--- config.mk ---
export PLATFORM = sky130hd
export DESIGN_NAME = source_char_tokenizer
export DESIGN_NICKNAME = d
export VERILOG_FILES = /design/src/sv/sct_pkg.sv /design/src/sv/sct_front.sv /design/src/sv/sct_queue.sv /design/src/sv/sct_back.sv /design/src/sv/source_char_tokenizer.sv
export SDC_FILE = /design/constraint.sdc
export NUM_CORES = 1
export LEC_CHECK = 0
export CORE_MARGIN = 8
export CORE_UTILIZATION = 25
export CTS_CLUSTER_SIZE = 10
export DETAILED_ROUTE_END_ITERATION = 8
export DONT_BUFFER_PORTS = 1
export SYNTH_ARGS = -nofsm -noshare
export SYNTH_HDL_FRONTEND = slang
export SYNTH_SLANG_ARGS = --single-unit
--- constraint.sdc ---
create_clock -name aclk -period 6 [get_ports aclk]
set_input_delay 0 -clock aclk [delete_from_list [all_inputs] [get_ports aclk]]
set_output_delay 0 -clock aclk [all_outputs]
set_load 0.005 [all_outputs]
--- src/sv/sct_pkg.sv ---
// package: token codes, queue sizing and shared types for the source char tokenizer
`timescale 1ns / 1ps

package sct_pkg;

    // token kinds
    localparam logic [3:0] KIND_KEYWORD  = 4'd0;
    localparam logic [3:0] KIND_IDENT    = 4'd1;
    localparam logic [3:0] KIND_NUMBER   = 4'd2;
    localparam logic [3:0] KIND_STRING   = 4'd3;
    localparam logic [3:0] KIND_PLUS     = 4'd4;
    localparam logic [3:0] KIND_MINUS    = 4'd5;
    localparam logic [3:0] KIND_STAR     = 4'd6;
    localparam logic [3:0] KIND_SLASH    = 4'd7;
    localparam logic [3:0] KIND_EQ       = 4'd8;
    localparam logic [3:0] KIND_EQEQ     = 4'd9;
    localparam logic [3:0] KIND_LPAREN   = 4'd10;
    localparam logic [3:0] KIND_RPAREN   = 4'd11;
    localparam logic [3:0] KIND_SEMI     = 4'd12;
    localparam logic [3:0] KIND_END      = 4'd13;
    localparam logic [3:0] KIND_UNREC    = 4'd14;
    localparam logic [3:0] KIND_UNCLOSED = 4'd15;

    // token queue between front and back
    localparam int QUEUE_DEPTH = 4;
    localparam int QPTR_W      = 2;
    localparam int QCNT_W      = 3;

    // one finished token
    typedef struct packed {
        logic [3:0] kind;
        logic [7:0] len;
    } tok_t;

    // tokens caused by one item: first always present, second when two is set
    typedef struct packed {
        logic two;
        tok_t t0;
        tok_t t1;
    } tok_pair_t;

endpackage

--- src/sv/sct_front.sv ---
// front part: accepts bytes, keeps lexer state and builds the token pair of each item
`timescale 1ns / 1ps

module sct_front #(
    parameter int LEN_BITS = 8
) (
    input  logic              aclk,
    input  logic              aresetn,
    input  logic              s_valid,
    output logic              s_ready,
    input  logic [7:0]        s_ch,
    input  logic              s_end_of_source,
    input  logic              q_full,
    output logic              q_push,
    output sct_pkg::tok_pair_t q_data
);
    import sct_pkg::*;

    localparam logic [2:0] MODE_IDLE    = 3'd0;
    localparam logic [2:0] MODE_IDENT   = 3'd1;
    localparam logic [2:0] MODE_NUMBER  = 3'd2;
    localparam logic [2:0] MODE_STRING  = 3'd3;
    localparam logic [2:0] MODE_SLASH   = 3'd4;
    localparam logic [2:0] MODE_EQ      = 3'd5;
    localparam logic [2:0] MODE_COMMENT = 3'd6;

    localparam logic [23:0] KW_LET = 24'h6C6574;
    localparam logic [23:0] KW_VAR = 24'h766172;
    localparam logic [23:0] KW_IF  = 24'h006966;

    logic [2:0]          mode_reg, mode_next;
    logic [LEN_BITS-1:0] run_reg, run_next;
    logic [23:0]         prefix_reg, prefix_next;

    logic        accept;
    logic        eos;
    logic        is_alpha, is_digit, is_space;
    logic [16:0] run_wide;
    logic [7:0]  run_sat;
    logic        is_keyword;
    logic        flush_vld, fresh, idle_vld;
    tok_t        flush_tok, idle_tok;

    assign s_ready = !q_full;
    assign accept  = s_valid && s_ready;
    assign eos     = s_end_of_source || (s_ch == 8'd0);

    // byte classes
    always_comb begin
        is_alpha = s_ch inside {[8'h61:8'h7A], [8'h41:8'h5A]};
        is_digit = s_ch inside {[8'h30:8'h39]};
        is_space = s_ch inside {8'h20, [8'h09:8'h0D]};
    end

    // run length widened for compares, and clipped to the output width
    assign run_wide   = 17'(run_reg);
    assign run_sat    = (run_wide > 17'd255) ? 8'hFF : run_wide[7:0];
    assign is_keyword = ((run_wide == 17'd3) && ((prefix_reg == KW_LET) ||
                                                 (prefix_reg == KW_VAR))) ||
                        ((run_wide == 17'd2) && (prefix_reg == KW_IF));

    // token that closes the pending run, and state update
    always_comb begin
        mode_next   = mode_reg;
        run_next    = run_reg;
        prefix_next = prefix_reg;
        flush_vld   = 1'b0;
        flush_tok   = '{kind: KIND_IDENT, len: run_sat};
        fresh       = 1'b0;
        if (eos) begin
            mode_next   = MODE_IDLE;
            run_next    = '0;
            prefix_next = '0;
            case (mode_reg)
                MODE_IDENT: begin
                    flush_vld = 1'b1;
                    flush_tok = '{kind: is_keyword ? KIND_KEYWORD : KIND_IDENT,
                                  len: run_sat};
                end
                MODE_NUMBER: begin
                    flush_vld = 1'b1;
                    flush_tok = '{kind: KIND_NUMBER, len: run_sat};
                end
                MODE_STRING: begin
                    flush_vld = 1'b1;
                    flush_tok = '{kind: KIND_UNCLOSED, len: run_sat};
                end
                MODE_SLASH: begin
                    flush_vld = 1'b1;
                    flush_tok = '{kind: KIND_SLASH, len: 8'd1};
                end
                MODE_EQ: begin
                    flush_vld = 1'b1;
                    flush_tok = '{kind: KIND_EQ, len: 8'd1};
                end
                default: begin
                end
            endcase
        end else begin
            case (mode_reg)
                MODE_IDENT, MODE_NUMBER: begin
                    if (is_digit || (is_alpha && (mode_reg == MODE_IDENT))) begin
                        if (run_wide < 17'd3) prefix_next = {prefix_reg[15:0], s_ch};
                        if (run_reg != '1) run_next = run_reg + 1'b1;
                    end else begin
                        flush_vld = 1'b1;
                        fresh     = 1'b1;
                        if (mode_reg == MODE_NUMBER) begin
                            flush_tok = '{kind: KIND_NUMBER, len: run_sat};
                        end else begin
                            flush_tok = '{kind: is_keyword ? KIND_KEYWORD : KIND_IDENT,
                                          len: run_sat};
                        end
                    end
                end
                MODE_STRING: begin
                    if (s_ch == 8'h22) begin
                        flush_vld   = 1'b1;
                        flush_tok   = '{kind: KIND_STRING, len: run_sat};
                        mode_next   = MODE_IDLE;
                        run_next    = '0;
                        prefix_next = '0;
                    end else if (is_alpha || is_digit) begin
                        if (run_wide < 17'd3) prefix_next = {prefix_reg[15:0], s_ch};
                        if (run_reg != '1) run_next = run_reg + 1'b1;
                    end else begin
                        flush_vld = 1'b1;
                        flush_tok = '{kind: KIND_UNCLOSED, len: run_sat};
                        fresh     = 1'b1;
                    end
                end
                MODE_SLASH: begin
                    if (s_ch == 8'h2F) begin
                        mode_next   = MODE_COMMENT;
                        run_next    = '0;
                        prefix_next = '0;
                    end else begin
                        flush_vld = 1'b1;
                        flush_tok = '{kind: KIND_SLASH, len: 8'd1};
                        fresh     = 1'b1;
                    end
                end
                MODE_EQ: begin
                    flush_vld = 1'b1;
                    if (s_ch == 8'h3D) begin
                        flush_tok   = '{kind: KIND_EQEQ, len: 8'd2};
                        mode_next   = MODE_IDLE;
                        run_next    = '0;
                        prefix_next = '0;
                    end else begin
                        flush_tok = '{kind: KIND_EQ, len: 8'd1};
                        fresh     = 1'b1;
                    end
                end
                MODE_COMMENT: begin
                    if (s_ch == 8'h0A) begin
                        mode_next   = MODE_IDLE;
                        run_next    = '0;
                        prefix_next = '0;
                    end
                end
                default: begin
                    fresh = 1'b1;
                end
            endcase
        end

        // byte lexed afresh from idle
        idle_vld = 1'b0;
        idle_tok = '{kind: KIND_END, len: 8'd0};
        if (eos) begin
            idle_vld = 1'b1;
        end else if (fresh) begin
            mode_next   = MODE_IDLE;
            run_next    = '0;
            prefix_next = '0;
            idle_tok.len = 8'd1;
            case (s_ch)
                8'h2B: begin idle_vld = 1'b1; idle_tok.kind = KIND_PLUS;   end
                8'h2D: begin idle_vld = 1'b1; idle_tok.kind = KIND_MINUS;  end
                8'h2A: begin idle_vld = 1'b1; idle_tok.kind = KIND_STAR;   end
                8'h28: begin idle_vld = 1'b1; idle_tok.kind = KIND_LPAREN; end
                8'h29: begin idle_vld = 1'b1; idle_tok.kind = KIND_RPAREN; end
                8'h3B: begin idle_vld = 1'b1; idle_tok.kind = KIND_SEMI;   end
                8'h2F: mode_next = MODE_SLASH;
                8'h3D: mode_next = MODE_EQ;
                8'h22: mode_next = MODE_STRING;
                default: begin
                    if (is_alpha || is_digit) begin
                        mode_next   = is_alpha ? MODE_IDENT : MODE_NUMBER;
                        run_next    = LEN_BITS'(1);
                        prefix_next = {16'd0, s_ch};
                    end else if (!is_space) begin
                        idle_vld      = 1'b1;
                        idle_tok.kind = KIND_UNREC;
                    end
                end
            endcase
        end
    end

    // pack the item's tokens in order
    always_comb begin
        q_push = accept && (flush_vld || idle_vld);
        if (flush_vld) begin
            q_data = '{two: idle_vld, t0: flush_tok, t1: idle_tok};
        end else begin
            q_data = '{two: 1'b0, t0: idle_tok, t1: idle_tok};
        end
    end

    // lexer state
    always_ff @(posedge aclk) begin
        if (!aresetn) begin
            mode_reg   <= MODE_IDLE;
            run_reg    <= '0;
            prefix_reg <= '0;
        end else if (accept) begin
            mode_reg   <= mode_next;
            run_reg    <= run_next;
            prefix_reg <= prefix_next;
        end
    end

    // an end item always leaves the lexer idle and cleared
    assert property (@(posedge aclk) disable iff (!aresetn)
        accept && eos |=> (mode_reg == MODE_IDLE) && (run_reg == '0))
        else $error("lexer state not cleared after end item");

endmodule

--- src/sv/sct_queue.sv ---
// short token queue between front and back
`timescale 1ns / 1ps

module sct_queue (
    input  logic               aclk,
    input  logic               aresetn,
    input  logic               push,
    input  sct_pkg::tok_pair_t push_data,
    output logic               full,
    input  logic               pop,
    output sct_pkg::tok_pair_t pop_data,
    output logic               empty
);
    import sct_pkg::*;

    tok_pair_t         mem_reg [QUEUE_DEPTH];
    logic [QPTR_W-1:0] wr_reg, wr_next;
    logic [QPTR_W-1:0] rd_reg, rd_next;
    logic [QCNT_W-1:0] cnt_reg, cnt_next;

    assign full     = (cnt_reg == QCNT_W'(QUEUE_DEPTH));
    assign empty    = (cnt_reg == '0);
    assign pop_data = mem_reg[rd_reg];

    // pointer and fill count update
    always_comb begin
        wr_next  = push ? wr_reg + 1'b1 : wr_reg;
        rd_next  = pop ? rd_reg + 1'b1 : rd_reg;
        cnt_next = cnt_reg + QCNT_W'(push) - QCNT_W'(pop);
    end

    always_ff @(posedge aclk) begin
        if (!aresetn) begin
            wr_reg  <= '0;
            rd_reg  <= '0;
            cnt_reg <= '0;
        end else begin
            wr_reg  <= wr_next;
            rd_reg  <= rd_next;
            cnt_reg <= cnt_next;
        end
    end

    // entry storage
    always_ff @(posedge aclk) begin
        if (push) mem_reg[wr_reg] <= push_data;
    end

    assert property (@(posedge aclk) disable iff (!aresetn) push |-> !full)
        else $error("push into full token queue");
    assert property (@(posedge aclk) disable iff (!aresetn) pop |-> !empty)
        else $error("pop from empty token queue");
    assert property (@(posedge aclk) disable iff (!aresetn)
        cnt_reg <= QCNT_W'(QUEUE_DEPTH))
        else $error("token queue count out of range");

endmodule

--- src/sv/sct_back.sv ---
// back part: unpacks token pairs and drives the registered result channel
`timescale 1ns / 1ps

module sct_back (
    input  logic               aclk,
    input  logic               aresetn,
    input  logic               q_empty,
    input  sct_pkg::tok_pair_t q_data,
    output logic               q_pop,
    output logic               m_valid,
    input  logic               m_ready,
    output logic [3:0]         m_token_kind,
    output logic [7:0]         m_token_length,
    output logic               m_last_of_run
);
    import sct_pkg::*;

    logic out_vld_reg, out_vld_next;
    tok_t out_tok_reg, out_tok_next;
    logic out_last_reg, out_last_next;
    logic pend_vld_reg, pend_vld_next;
    tok_t pend_tok_reg, pend_tok_next;
    logic load;

    assign load = !out_vld_reg || m_ready;

    // pick the next item for the output register: held second token first
    always_comb begin
        out_vld_next  = out_vld_reg;
        out_tok_next  = out_tok_reg;
        out_last_next = out_last_reg;
        pend_vld_next = pend_vld_reg;
        pend_tok_next = pend_tok_reg;
        q_pop         = 1'b0;
        if (load) begin
            if (pend_vld_reg) begin
                out_vld_next  = 1'b1;
                out_tok_next  = pend_tok_reg;
                out_last_next = 1'b1;
                pend_vld_next = 1'b0;
            end else if (!q_empty) begin
                q_pop         = 1'b1;
                out_vld_next  = 1'b1;
                out_tok_next  = q_data.t0;
                out_last_next = !q_data.two;
                pend_vld_next = q_data.two;
                pend_tok_next = q_data.t1;
            end else begin
                out_vld_next = 1'b0;
            end
        end
    end

    always_ff @(posedge aclk) begin
        if (!aresetn) begin
            out_vld_reg  <= 1'b0;
            pend_vld_reg <= 1'b0;
        end else begin
            out_vld_reg  <= out_vld_next;
            pend_vld_reg <= pend_vld_next;
        end
    end

    // payload registers
    always_ff @(posedge aclk) begin
        out_tok_reg  <= out_tok_next;
        out_last_reg <= out_last_next;
        pend_tok_reg <= pend_tok_next;
    end

    assign m_valid        = out_vld_reg;
    assign m_token_kind   = out_tok_reg.kind;
    assign m_token_length = out_tok_reg.len;
    assign m_last_of_run  = out_last_reg;

    // a held second token only exists behind a first one still on the output
    assert property (@(posedge aclk) disable iff (!aresetn)
        pend_vld_reg |-> out_vld_reg && !out_last_reg)
        else $error("second token held without first token on output");

endmodule

--- src/sv/source_char_tokenizer.sv ---
// top level: streaming source tokenizer, front lexer, token queue and output back end
//
//  channel | direction | ports                                   | carries
//  s_      | in        | s_valid s_ready s_ch s_end_of_source    | one source byte or end mark
//  m_      | out       | m_valid m_ready m_token_kind            | one finished token
//          |           | m_token_length m_last_of_run            |
//
// one byte is taken each cycle while the four-entry token queue has room.
// an item yields zero, one or two tokens; the output register sends one token a cycle while
// m_ready is high, so two-token items drain at half rate and the queue absorbs bursts.
// first token of an item passes through the token queue and the output register to m_valid.
// aresetn is synchronous, active low, and leaves the lexer idle with an empty queue.
// a stall on m_ready backs up through the queue to s_ready; lexing never stalls otherwise.
`timescale 1ns / 1ps

module source_char_tokenizer #(
    parameter int LEN_BITS = 8
) (
    input  logic       aclk,
    input  logic       aresetn,
    input  logic       s_valid,
    output logic       s_ready,
    input  logic [7:0] s_ch,
    input  logic       s_end_of_source,
    output logic       m_valid,
    input  logic       m_ready,
    output logic [3:0] m_token_kind,
    output logic [7:0] m_token_length,
    output logic       m_last_of_run
);
    import sct_pkg::*;

    logic      q_full, q_empty, q_push, q_pop;
    tok_pair_t q_wdata, q_rdata;

    sct_front #(
        .LEN_BITS(LEN_BITS)
    ) u_front (
        .aclk           (aclk),
        .aresetn        (aresetn),
        .s_valid        (s_valid),
        .s_ready        (s_ready),
        .s_ch           (s_ch),
        .s_end_of_source(s_end_of_source),
        .q_full         (q_full),
        .q_push         (q_push),
        .q_data         (q_wdata)
    );

    sct_queue u_queue (
        .aclk     (aclk),
        .aresetn  (aresetn),
        .push     (q_push),
        .push_data(q_wdata),
        .full     (q_full),
        .pop      (q_pop),
        .pop_data (q_rdata),
        .empty    (q_empty)
    );

    sct_back u_back (
        .aclk          (aclk),
        .aresetn       (aresetn),
        .q_empty       (q_empty),
        .q_data        (q_rdata),
        .q_pop         (q_pop),
        .m_valid       (m_valid),
        .m_ready       (m_ready),
        .m_token_kind  (m_token_kind),
        .m_token_length(m_token_length),
        .m_last_of_run (m_last_of_run)
    );

endmodule

==> impl_metrics.json, run 1 <==
{
  "outcome": "complete, no violations",
  "ir_drop_v": 0.0001873,
  "syn-num-nets": 579,
  "antenna_left": 0,
  "cts-htree-levels": 4,
  "syn2layout_area_growth_pct": 14.87,
  "setup_viol": 0,
  "syn_area_um2": 6580,
  "grt.overflow.total": 0,
  "powerDensity_nw_per_um2": 366.3,
  "whs_endpoint": "u_queue.mem_reg[3][11]$_DFFE_PP_",
  "required_ns": 6.31,
  "cpMostUsedCell": "ha_1",
  "placed_cells": 862,
  "drt_iter0_drc": 374,
  "multiInputGateArea_um2": 2743,
  "stdcell_count": 903,
  "place.gp.congestion": 0.9168,
  "start_kind": "flop",
  "setup_slack_ns": 2.168,
  "finClkSkew_ns": 0.01203,
  "min_from": "s_ch[4]",
  "yosys_warnings": 0,
  "critPathMaxStageDelay_ns": 0.84,
  "tns_ns": 0,
  "synth.ff_latch_count": 136,
  "n_antenna_cell": 0,
  "fillers": 2670,
  "timing.final.crit_period_ns": 3.832,
  "async_flop_share_pct": 0,
  "critical_path_buf_inv_count": 1,
  "timing.rr.start": "u_front.mode_reg[1]$_SDFFE_PN0P_",
  "synth_ff_type": "edfxtp_1",
  "post_cts_buffers": 0,
  "die_w_um": 178.2,
  "hold_depth": 4,
  "vias": 4501,
  "fmax_mhz": 261.0,
  "port_buffers": 0,
  "synth_cell_types": 82,
  "slowest_stage": "dfxtp_1",
  "end_kind": "flop",
  "tightest_slew_ns": 1.060,
  "coreArea_um2": 25980,
  "rows": 59,
  "hold_viol": 0,
  "largest_register_ffs": 72,
  "insertion_delay_ns": 0.41,
  "regArea_um2": 3623,
  "die_area_um2": 31770,
  "ys_seq_area_share_pct": 55.07,
  "synth_edf_count": 90,
  "cts_root_buf": "clkbuf_16",
  "antenna_found_initial": 0,
  "grtUsageTotal_pct": 9.888,
  "crit_fanout": 22,
  "postSynthCellCount": 555,
  "grt_max_degree": 25,
  "syn_area_per_cell_um2": 11.86,
  "p_leak_nw": 2.416,
  "grt_pass1_vias": 4327,
  "slew-limit-headroom_pct": 29.08,
  "drtPass1Iterations": 5,
  "worstPathArrival_ns": 4.14,
  "wl_mm": 15.56,
  "layout-drive-gt1-share_pct": 14.61,
  "ff2ff_path_depth": 12,
  "boundaryPins": 28,
  "cts_max_path_buffers": 2,
  "timing.reg2reg.setup_slack_ns": 2.17,
  "pre_cts_slack_ns": 2.259,
  "post_drt_wl_per_cell_um": 17.23,
  "fin_nets": 579,
  "grt_first_pass_wirelength_mm": 24.59,
  "maxCapViolCount": 0,
  "r2r-end": "u_queue.cnt_reg[2]$_SDFF_PN0_",
  "die_h_um": 178.2,
  "cts_buffers": 17,
  "fin_crit_sh_pct": 63.87,
  "layout_common_cells": "edfxtp_1 (90), dfxtp_1 (46), nor2_1 (43)",
  "min_path_type": "primary input to flop",
  "cp_top_family": "simple AND/OR/NAND/NOR gates",
  "final_common_cell": "edfxtp_1",
  "crit_type": "flop to flop",
  "cp_cell_sequence": "inv_1 -> ha_1 -> nor2b_1 -> nand2_1 -> a21oi_1 -> nor2_1 -> a21oi_2 -> ha_1 -> fa_1 -> xor2_1 -> xnor2_1 -> and2_1",
  "numClockSinks": 136,
  "hpwl_mm": 10.63,
  "path_clk_slew_ns": 0.07,
  "rsz0062_at_grt": "no",
  "maxSlewViolCount": 0,
  "drcViolationCount": 0,
  "cts_tree": "done",
  "avgViaCountPerCell": 4.984,
  "initial_core_util_pct": 25.32
}
==> per-layer routing <==
metal	global-route usage, %	wire length (µm)	part of all wire (%)
met1	14.17	7767	50
met2	14.29	6937	45
met3	2.329	663	4.3
met4	3.410	191	1.2
met5	0	0	0
==> layout make-up <==
type                            instances  share of cell area [%]
Timing Repair Buffer                   13                   1.589
Inverter                               15                  0.7449
Multi-Input combinational cell        372                   36.29
Clock inverter                         14                   1.937
Tap cell                              335                   5.545
Clock buffer                           18                   5.959
Sequential cell                       136                   47.94
==> worst register-to-register path: cells and delay by family, from the launching register on <==
family                     cells  cell delay [ns]
buffers and inverters          1             0.25
and+or+nand+nor                4             1.05
DFF                            1             0.84
AOI/OAI and AO/OA              2             0.27
adders and majority gates      3             1.00
xor gates and xnor gates       2             0.31
==> how the worst max path moves through the flow <==
stage / depth (start not counted) / start / end / slack [ns]
after floorplan: 11 / u_front.mode_reg[1]$_SDFFE_PN0P_ / u_queue.cnt_reg[2]$_SDFF_PN0_ / 3.12
after global placement: 12 / u_front.mode_reg[1]$_SDFFE_PN0P_ / u_queue.cnt_reg[2]$_SDFF_PN0_ / 2.37
after detailed placement: 12 / u_front.mode_reg[1]$_SDFFE_PN0P_ / u_queue.cnt_reg[2]$_SDFF_PN0_ / 2.26
after CTS: 11 / u_front.mode_reg[0]$_SDFFE_PN0P_ / u_queue.cnt_reg[2]$_SDFF_PN0_ / 2.26
after global routing: 12 / u_front.mode_reg[1]$_SDFFE_PN0P_ / u_queue.cnt_reg[2]$_SDFF_PN0_ / 1.90
final: 12 / u_front.mode_reg[1]$_SDFFE_PN0P_ / u_queue.cnt_reg[2]$_SDFF_PN0_ / 2.17
==> power breakdown <==
part	internal, mW	switching (mW)	leakage (nW)
registers	1.18	0.0800	1.20
clock network	0.581	0.457	0.293
logic	0.214	0.254	0.920
total	1.98	0.790	2.42
==> timing repair <==
item	4_1_cts	5_1_grt
endpoints found under the hold margin	30	0
resized for setup	0	0
hold buffers	9	0
==> synth_stat cells, types with 3 or more instances <==
master    instances  share of area (%)
nand2b_1          6               0.57
a21oi_1          20                1.5
a31oi_1           5               0.48
nor2_1           43                2.5
nor2b_1          13                1.2
nor4_1            4               0.38
nand4_1           5               0.48
o22ai_1           4               0.38
clkbuf_1         20                1.1
o211ai_1          6               0.68
o21ai_0          22                1.7
and2_1           20                1.9
nand3_1          21                1.6
nand4b_1          3               0.40
nor3_1           17                1.3
inv_1            14               0.80
dfxtp_1          46                 14
ha_1             10                1.9
and3_1            6               0.57
edfxtp_1         90                 41
mux2_2            5               0.86
o221ai_1          4               0.53
a21o_1            3               0.34
mux4_2           18                6.2
buf_2             6               0.46
a22o_1           18                2.4
nand2_1          40                2.3
a311oi_1          3               0.40
a22oi_1          11                1.3
==> metrics by stage <==
step	cell area, µm²	hold slack (ns)	total power, mW	utilization (%)
global route	7559	0.05458	2.902	29.09
detailed placement	6872	0.1290	1.758	26.44
CTS	7559	0.03076	2.805	29.09
finish	7559	0.04965	2.769	29.09
global placement	6872	0.1268	1.745	26.44
floorplan	6580	0.1255	1.630	-
==> kinds of logic (layout without fill, tap and decap cells) <==
family          Yosys count  after routing  synth area share (%)
xor+xnor                  4              4                0.5325
simple gates            200            200                 16.56
flops                   136            136                 55.07
compound gates          134            134                 15.36
mux                      23             23                 7.017
fa+ha+maj                11             11                 2.206
buf+inv                  47             60                 3.251
(Power assumes the default switching activity.)
==> inputs of run 2 (changes only) <==
- clock period: 6 -> 3.7 ns (I/O delays scaled with it)
==> run 2 against run 1 <==
  * Worst setup slack got worse by 1.6 ns
  * Combinational power is 69% higher
  * Core utilization increased by 0.38 points
  * First-iteration DRC count up 7.5%
  * Wire length up 0.73%
  * Hold slack lost 0.022 ns
  * Clock power increased by 58%
  * Design area grew 1.3%
  * Count of clock-buffer cells in the layout is the same
  * Critical path type unchanged
  * Largest cell class unchanged
==> impl_metrics.json, run 2 (synthesis results as in run 1) <==
{
  "largest_register_ffs": 72,
  "n_antenna_cell": 0,
  "initial_core_util_pct": 25.32,
  "place.gp.congestion": 0.8951,
  "grt.overflow.total": 0,
  "layout-drive-gt1-share_pct": 16.81,
  "timing.final.crit_period_ns": 3.170,
  "grt_max_degree": 19,
  "maxCapViolCount": 0,
  "hpwl_mm": 10.87,
  "drt_iter0_drc": 402,
  "maxSlewViolCount": 0,
  "cts_max_path_buffers": 2,
  "layout_common_cells": "edfxtp_1 (90), dfxtp_1 (46), nor2_1 (43)",
  "cts_root_buf": "clkbuf_16",
  "ir_drop_v": 0.0003495,
  "slew-limit-headroom_pct": 20.94,
  "cts-htree-levels": 4,
  "rows": 59,
  "crit_type": "flop to flop",
  "powerDensity_nw_per_um2": 584.5,
  "rsz0062_at_grt": "no",
  "worstPathArrival_ns": 3.48,
  "setup_viol": 0,
  "crit_fanout": 18,
  "placed_cells": 877,
  "finClkSkew_ns": 0.009148,
  "avgViaCountPerCell": 4.997,
  "grtUsageTotal_pct": 10.05,
  "critical_path.startpoint": "u_front.mode_reg[2]$_SDFFE_PN0P_",
  "vias": 4587,
  "syn2layout_area_growth_pct": 16.37,
  "die_area_um2": 31770,
  "min_path_type": "primary input to flop",
  "coreArea_um2": 25980,
  "final_common_cell": "edfxtp_1",
  "end_kind": "flop",
  "insertion_delay_ns": 0.41,
  "die_w_um": 178.2,
  "grt_pass1_vias": 4353,
  "required_ns": 4.01,
  "wl_mm": 15.67,
  "antenna_found_initial": 0,
  "boundaryPins": 28,
  "post_drt_wl_per_cell_um": 17.07,
  "outcome": "complete, no violations",
  "min_from": "s_ch[3]",
  "hold_viol": 0,
  "post_cts_buffers": 0,
  "drtPass1Iterations": 5,
  "fmax_mhz": 315.4,
  "path_clk_slew_ns": 0.06,
  "port_buffers": 0,
  "timing.rr.start": "u_front.mode_reg[2]$_SDFFE_PN0P_",
  "final_cell_area_um2": 7657,
  "p_leak_nw": 2.486,
  "fin_crit_sh_pct": 85.69,
  "grt_first_pass_wirelength_mm": 24.76,
  "drcViolationCount": 0,
  "antenna_left": 0,
  "tns_ns": 0,
  "numClockSinks": 136,
  "fin_nets": 594,
  "tightest_slew_ns": 1.171,
  "placement.cell_area_um2": 6984,
  "die_h_um": 178.2,
  "cts_tree": "done",
  "start_kind": "flop",
  "cts_buffers": 17,
  "stdcell_count": 918
}
## run 2: cell types whose count changed in the layout (fill, tap and decap cells not counted)
cell	change
buf_4	+15
clkinv_2	+1
clkinv_4	+3
clkinv_8	-1
inv_6	-2
inv_8	-1
## run 2: final timing paths
check,endpoint,slack [ns],cells past startpoint
min,u_queue.mem_reg[0][11]$_DFFE_PP_,0.03,3
max,u_queue.cnt_reg[2]$_SDFF_PN0_,0.53,10
max reg2reg,u_queue.cnt_reg[2]$_SDFF_PN0_,0.53,10
min reg2reg,u_front.prefix_reg[16]$_SDFFE_PN0P_,0.49,1
## run 2: cell type report
cell class,instances,area (µm²)
flip-flops and latches,136,3623
multi-input cells,372,2743
clock inverters,14,132.6
inverters,15,56.30
well taps,335,419.2
repair buffers,28,232.7
fillers,2649,18330
clock buffers,18,450.4
## run 2: stage by stage
| stage | power (mW) | hold WS, ns | utilization, % | setup slack (ns) |
|---|---|---|---|---|
| 2_1_floorplan | 2.644 | 0.1255 | - | 0.8215 |
| 3_3_place_gp | 2.859 | 0.1278 | 26.88 | 0.5884 |
| 3_5_place_dp | 2.880 | 0.1288 | 26.88 | 0.5439 |
| 4_1_cts | 4.535 | 0.01362 | 29.47 | 0.5381 |
| 5_1_grt | 4.678 | 0.05371 | 29.47 | 0.3688 |
| 6_report | 4.476 | 0.02797 | 29.47 | 0.5296 |
## run 2: critical path: stages (launching register included)
cell,delay (ns)
dfxtp_1,0.70
nor3_1,0.12
a211o_1,0.38
a211o_1,0.34
a21oi_1,0.29
a21oi_2,0.14
ha_1,0.24
fa_1,0.42
xor2_1,0.18
xnor2_1,0.12
and2_1,0.15
## run 2: where the power goes
group	switching [mW]	internal, mW
clock	0.713	0.928
sequential	0.128	1.92
combinational	0.422	0.367
## run 2: what timing repair did
action,CTS,global route
hold endpoints to repair,34,0
hold buffers,9,0
gates resized for setup,0,0
## run 2: layer usage
layer	vias to the layer above	wire [µm]	GRT usage (%)	part of all wire, %
met1	2217	7603	14.11	49
met4	0	340	3.686	2.2
li1	2159	-	-	-
met2	181	6691	14.86	43
met5	-	0	0	0
met3	30	1036	2.244	6.6
==> inputs of run 3 (changes only) <==
- CORE_UTILIZATION: 25 -> 50
==> run 3 against run 2 <==
  * First-iteration DRC count fell by 6.5%
  * Via count about the same
  * Clock skew decreased by 0.0021 ns
  * Sequential power about the same
  * Fmax grew 0.30%
  * Sequential share of layout area increased by 1.5 points
  * Register-to-register slack hardly changed
  * Clock power about the same
  * Hold slack gained 0.027 ns
  * Combinational power fell by 3.7%
  * Largest cell class unchanged
  * Largest power group unchanged
  * Highest routed layer unchanged
==> impl_metrics.json, run 3 (synthesis results as in run 1) <==
{
  "final_cell_area_um2": 7422,
  "rows": 42,
  "crit_type": "flop to flop",
  "cts_buffers": 17,
  "fillers": 1119,
  "antenna_found_initial": 0,
  "critical_path_buf_inv_count": 0,
  "port_buffers": 0,
  "end_kind": "flop",
  "post_drt_wl_per_cell_um": 20.58,
  "pre_cts_slack_ns": 0.5621,
  "tns_ns": 0,
  "critPathMaxStageDelay_ns": 0.67,
  "setup_slack_ns": 0.5391,
  "slew-limit-headroom_pct": 16.66,
  "coreArea_um2": 13030,
  "rsz0062_at_grt": "no",
  "die_w_um": 130.7,
  "timing.rr.start": "u_front.mode_reg[2]$_SDFFE_PN0P_",
  "setup_viol": 0,
  "tightest_slew_ns": 1.234,
  "cpMostUsedCell": "a211o_1",
  "min_from": "aresetn",
  "regArea_um2": 3623,
  "fin_util_pct": 56.95,
  "cts_max_path_buffers": 2,
  "hold_viol": 0,
  "placement.cell_area_um2": 6763,
  "grt_first_pass_wirelength_mm": 24.95,
  "required_ns": 4.01,
  "timing.final.crit_period_ns": 3.161,
  "numClockSinks": 136,
  "final_common_cell": "edfxtp_1",
  "antenna_left": 0,
  "path_clk_slew_ns": 0.06,
  "outcome": "complete, no violations",
  "min_path_type": "primary input to flop",
  "p_leak_nw": 2.446,
  "cts-htree-levels": 4,
  "layout_common_cells": "edfxtp_1 (90), dfxtp_1 (46), nor2_1 (43)",
  "layout-drive-gt1-share_pct": 16.21,
  "fmax_mhz": 316.4,
  "post_cts_buffers": 0,
  "finClkSkew_ns": 0.007036,
  "wl_mm": 15.56,
  "cts_resized": 0,
  "grt_pass1_vias": 4577,
  "cts_tree": "done",
  "syn2layout_area_growth_pct": 12.80,
  "grt.overflow.total": 0,
  "n_antenna_cell": 0,
  "critical_path.startpoint": "u_front.mode_reg[2]$_SDFFE_PN0P_",
  "powerDensity_nw_per_um2": 597.8,
  "crit_fanout": 18,
  "cp_top_family": "compound AO/OA/AOI/OAI gates",
  "maxCapViolCount": 0,
  "worstPathArrival_ns": 3.47,
  "fin_nets": 591,
  "grtUsageTotal_pct": 19.59,
  "avgViaCountPerCell": 6.070,
  "start_kind": "flop",
  "grt_max_degree": 19,
  "die_h_um": 130.7,
  "vias": 4589,
  "drt_iter0_drc": 376,
  "boundaryPins": 28,
  "multiInputGateArea_um2": 2743,
  "place.gp.congestion": 0.9248,
  "hpwl_mm": 11.00,
  "slowest_stage": "dfxtp_1",
  "largest_register_ffs": 72,
  "fin_hold_ws_ns": 0.05483,
  "ir_drop_v": 0.0002734,
  "initial_core_util_pct": 50.49,
  "fin_crit_sh_pct": 85.43,
  "die_area_um2": 17090,
  "cts_root_buf": "clkbuf_16",
  "drcViolationCount": 0,
  "cp_cell_sequence": "nor3_1 -> a211o_1 -> a211o_1 -> a21oi_1 -> a21oi_2 -> ha_1 -> fa_1 -> xor2_1 -> xnor2_1 -> and2_1",
  "drtPass1Iterations": 5,
  "insertion_delay_ns": 0.42,
  "maxSlewViolCount": 0
}
-- run 3: cell count changes in the layout (fill, tap and decap cells not counted) --
cell        delta
buf_4          -3
inv_4          -1
clkbuf_16      -1
clkinvlp_4     +4
clkinv_1       +1
bufinv_16      +1
clkinv_2       -1
inv_6          +3
clkinv_8       -1
inv_8          -3
clkinv_4       -2
-- run 3: path summary, 6_finish.rpt --
| check | endpoint | slack (ns) | cells after the start |
|---|---|---|---|
| worst max register to register | u_queue.cnt_reg[2]$_SDFF_PN0_ | 0.54 | 10 |
| worst max-delay path | u_queue.cnt_reg[2]$_SDFF_PN0_ | 0.54 | 10 |
| worst min register to register | u_front.prefix_reg[16]$_SDFFE_PN0P_ | 0.49 | 1 |
| worst min-delay path | u_front.mode_reg[2]$_SDFFE_PN0P_ | 0.05 | 2 |
-- run 3: where the power goes --
part           leakage, nW  internal [mW]  switching [mW]  total, mW
Combinational        0.980          0.363           0.397      0.760
Clock                0.263          0.937           0.671       1.61
Sequential            1.20           1.92           0.150       2.07
Total                 2.45           3.22            1.22       4.44
-- run 3: layout make-up --
type | count | share of cell area, %
tap | 176 | 2.967
clock inverter | 15 | 1.939
sequential | 136 | 48.82
timing repair buffer | 25 | 2.832
inverter | 15 | 0.7586
multi-input combinational | 372 | 36.95
clock buffer | 17 | 5.732
-- run 3: layer usage --
metal / up-vias / share of wire, % / global-route usage, %
met2: 143 / 50 / 33.07
met1: 2249 / 43 / 23.02
li1: 2159 / - / -
met5: - / 0 / 0
met3: 38 / 3.8 / 4.748
met4: 0 / 2.7 / 9.588
-- run 3: per-stage QoR --
step / instances / total power [mW]
2_1_floorplan: 555 / 2.644
3_3_place_gp: 715 / 2.839
3_5_place_dp: 715 / 2.873
4_1_cts: 756 / 4.490
5_1_grt: 756 / 4.647
6_report: 756 / 4.437
-- run 3: repair_timing --
item | CTS | global route
setup endpoints to repair | 0 | 0
hold endpoints to repair | 38 | 0
hold buffers | 9 | 0
-- run 3: worst register-to-register path: cells and delay by family, from the launching register on --
kind | cells | cell delay [ns]
DFF | 1 | 0.67
xor gates and xnor gates | 2 | 0.31
AOI/OAI and AO/OA | 4 | 1.16
and+or+nand+nor | 2 | 0.29
adders and majority gates | 2 | 0.64
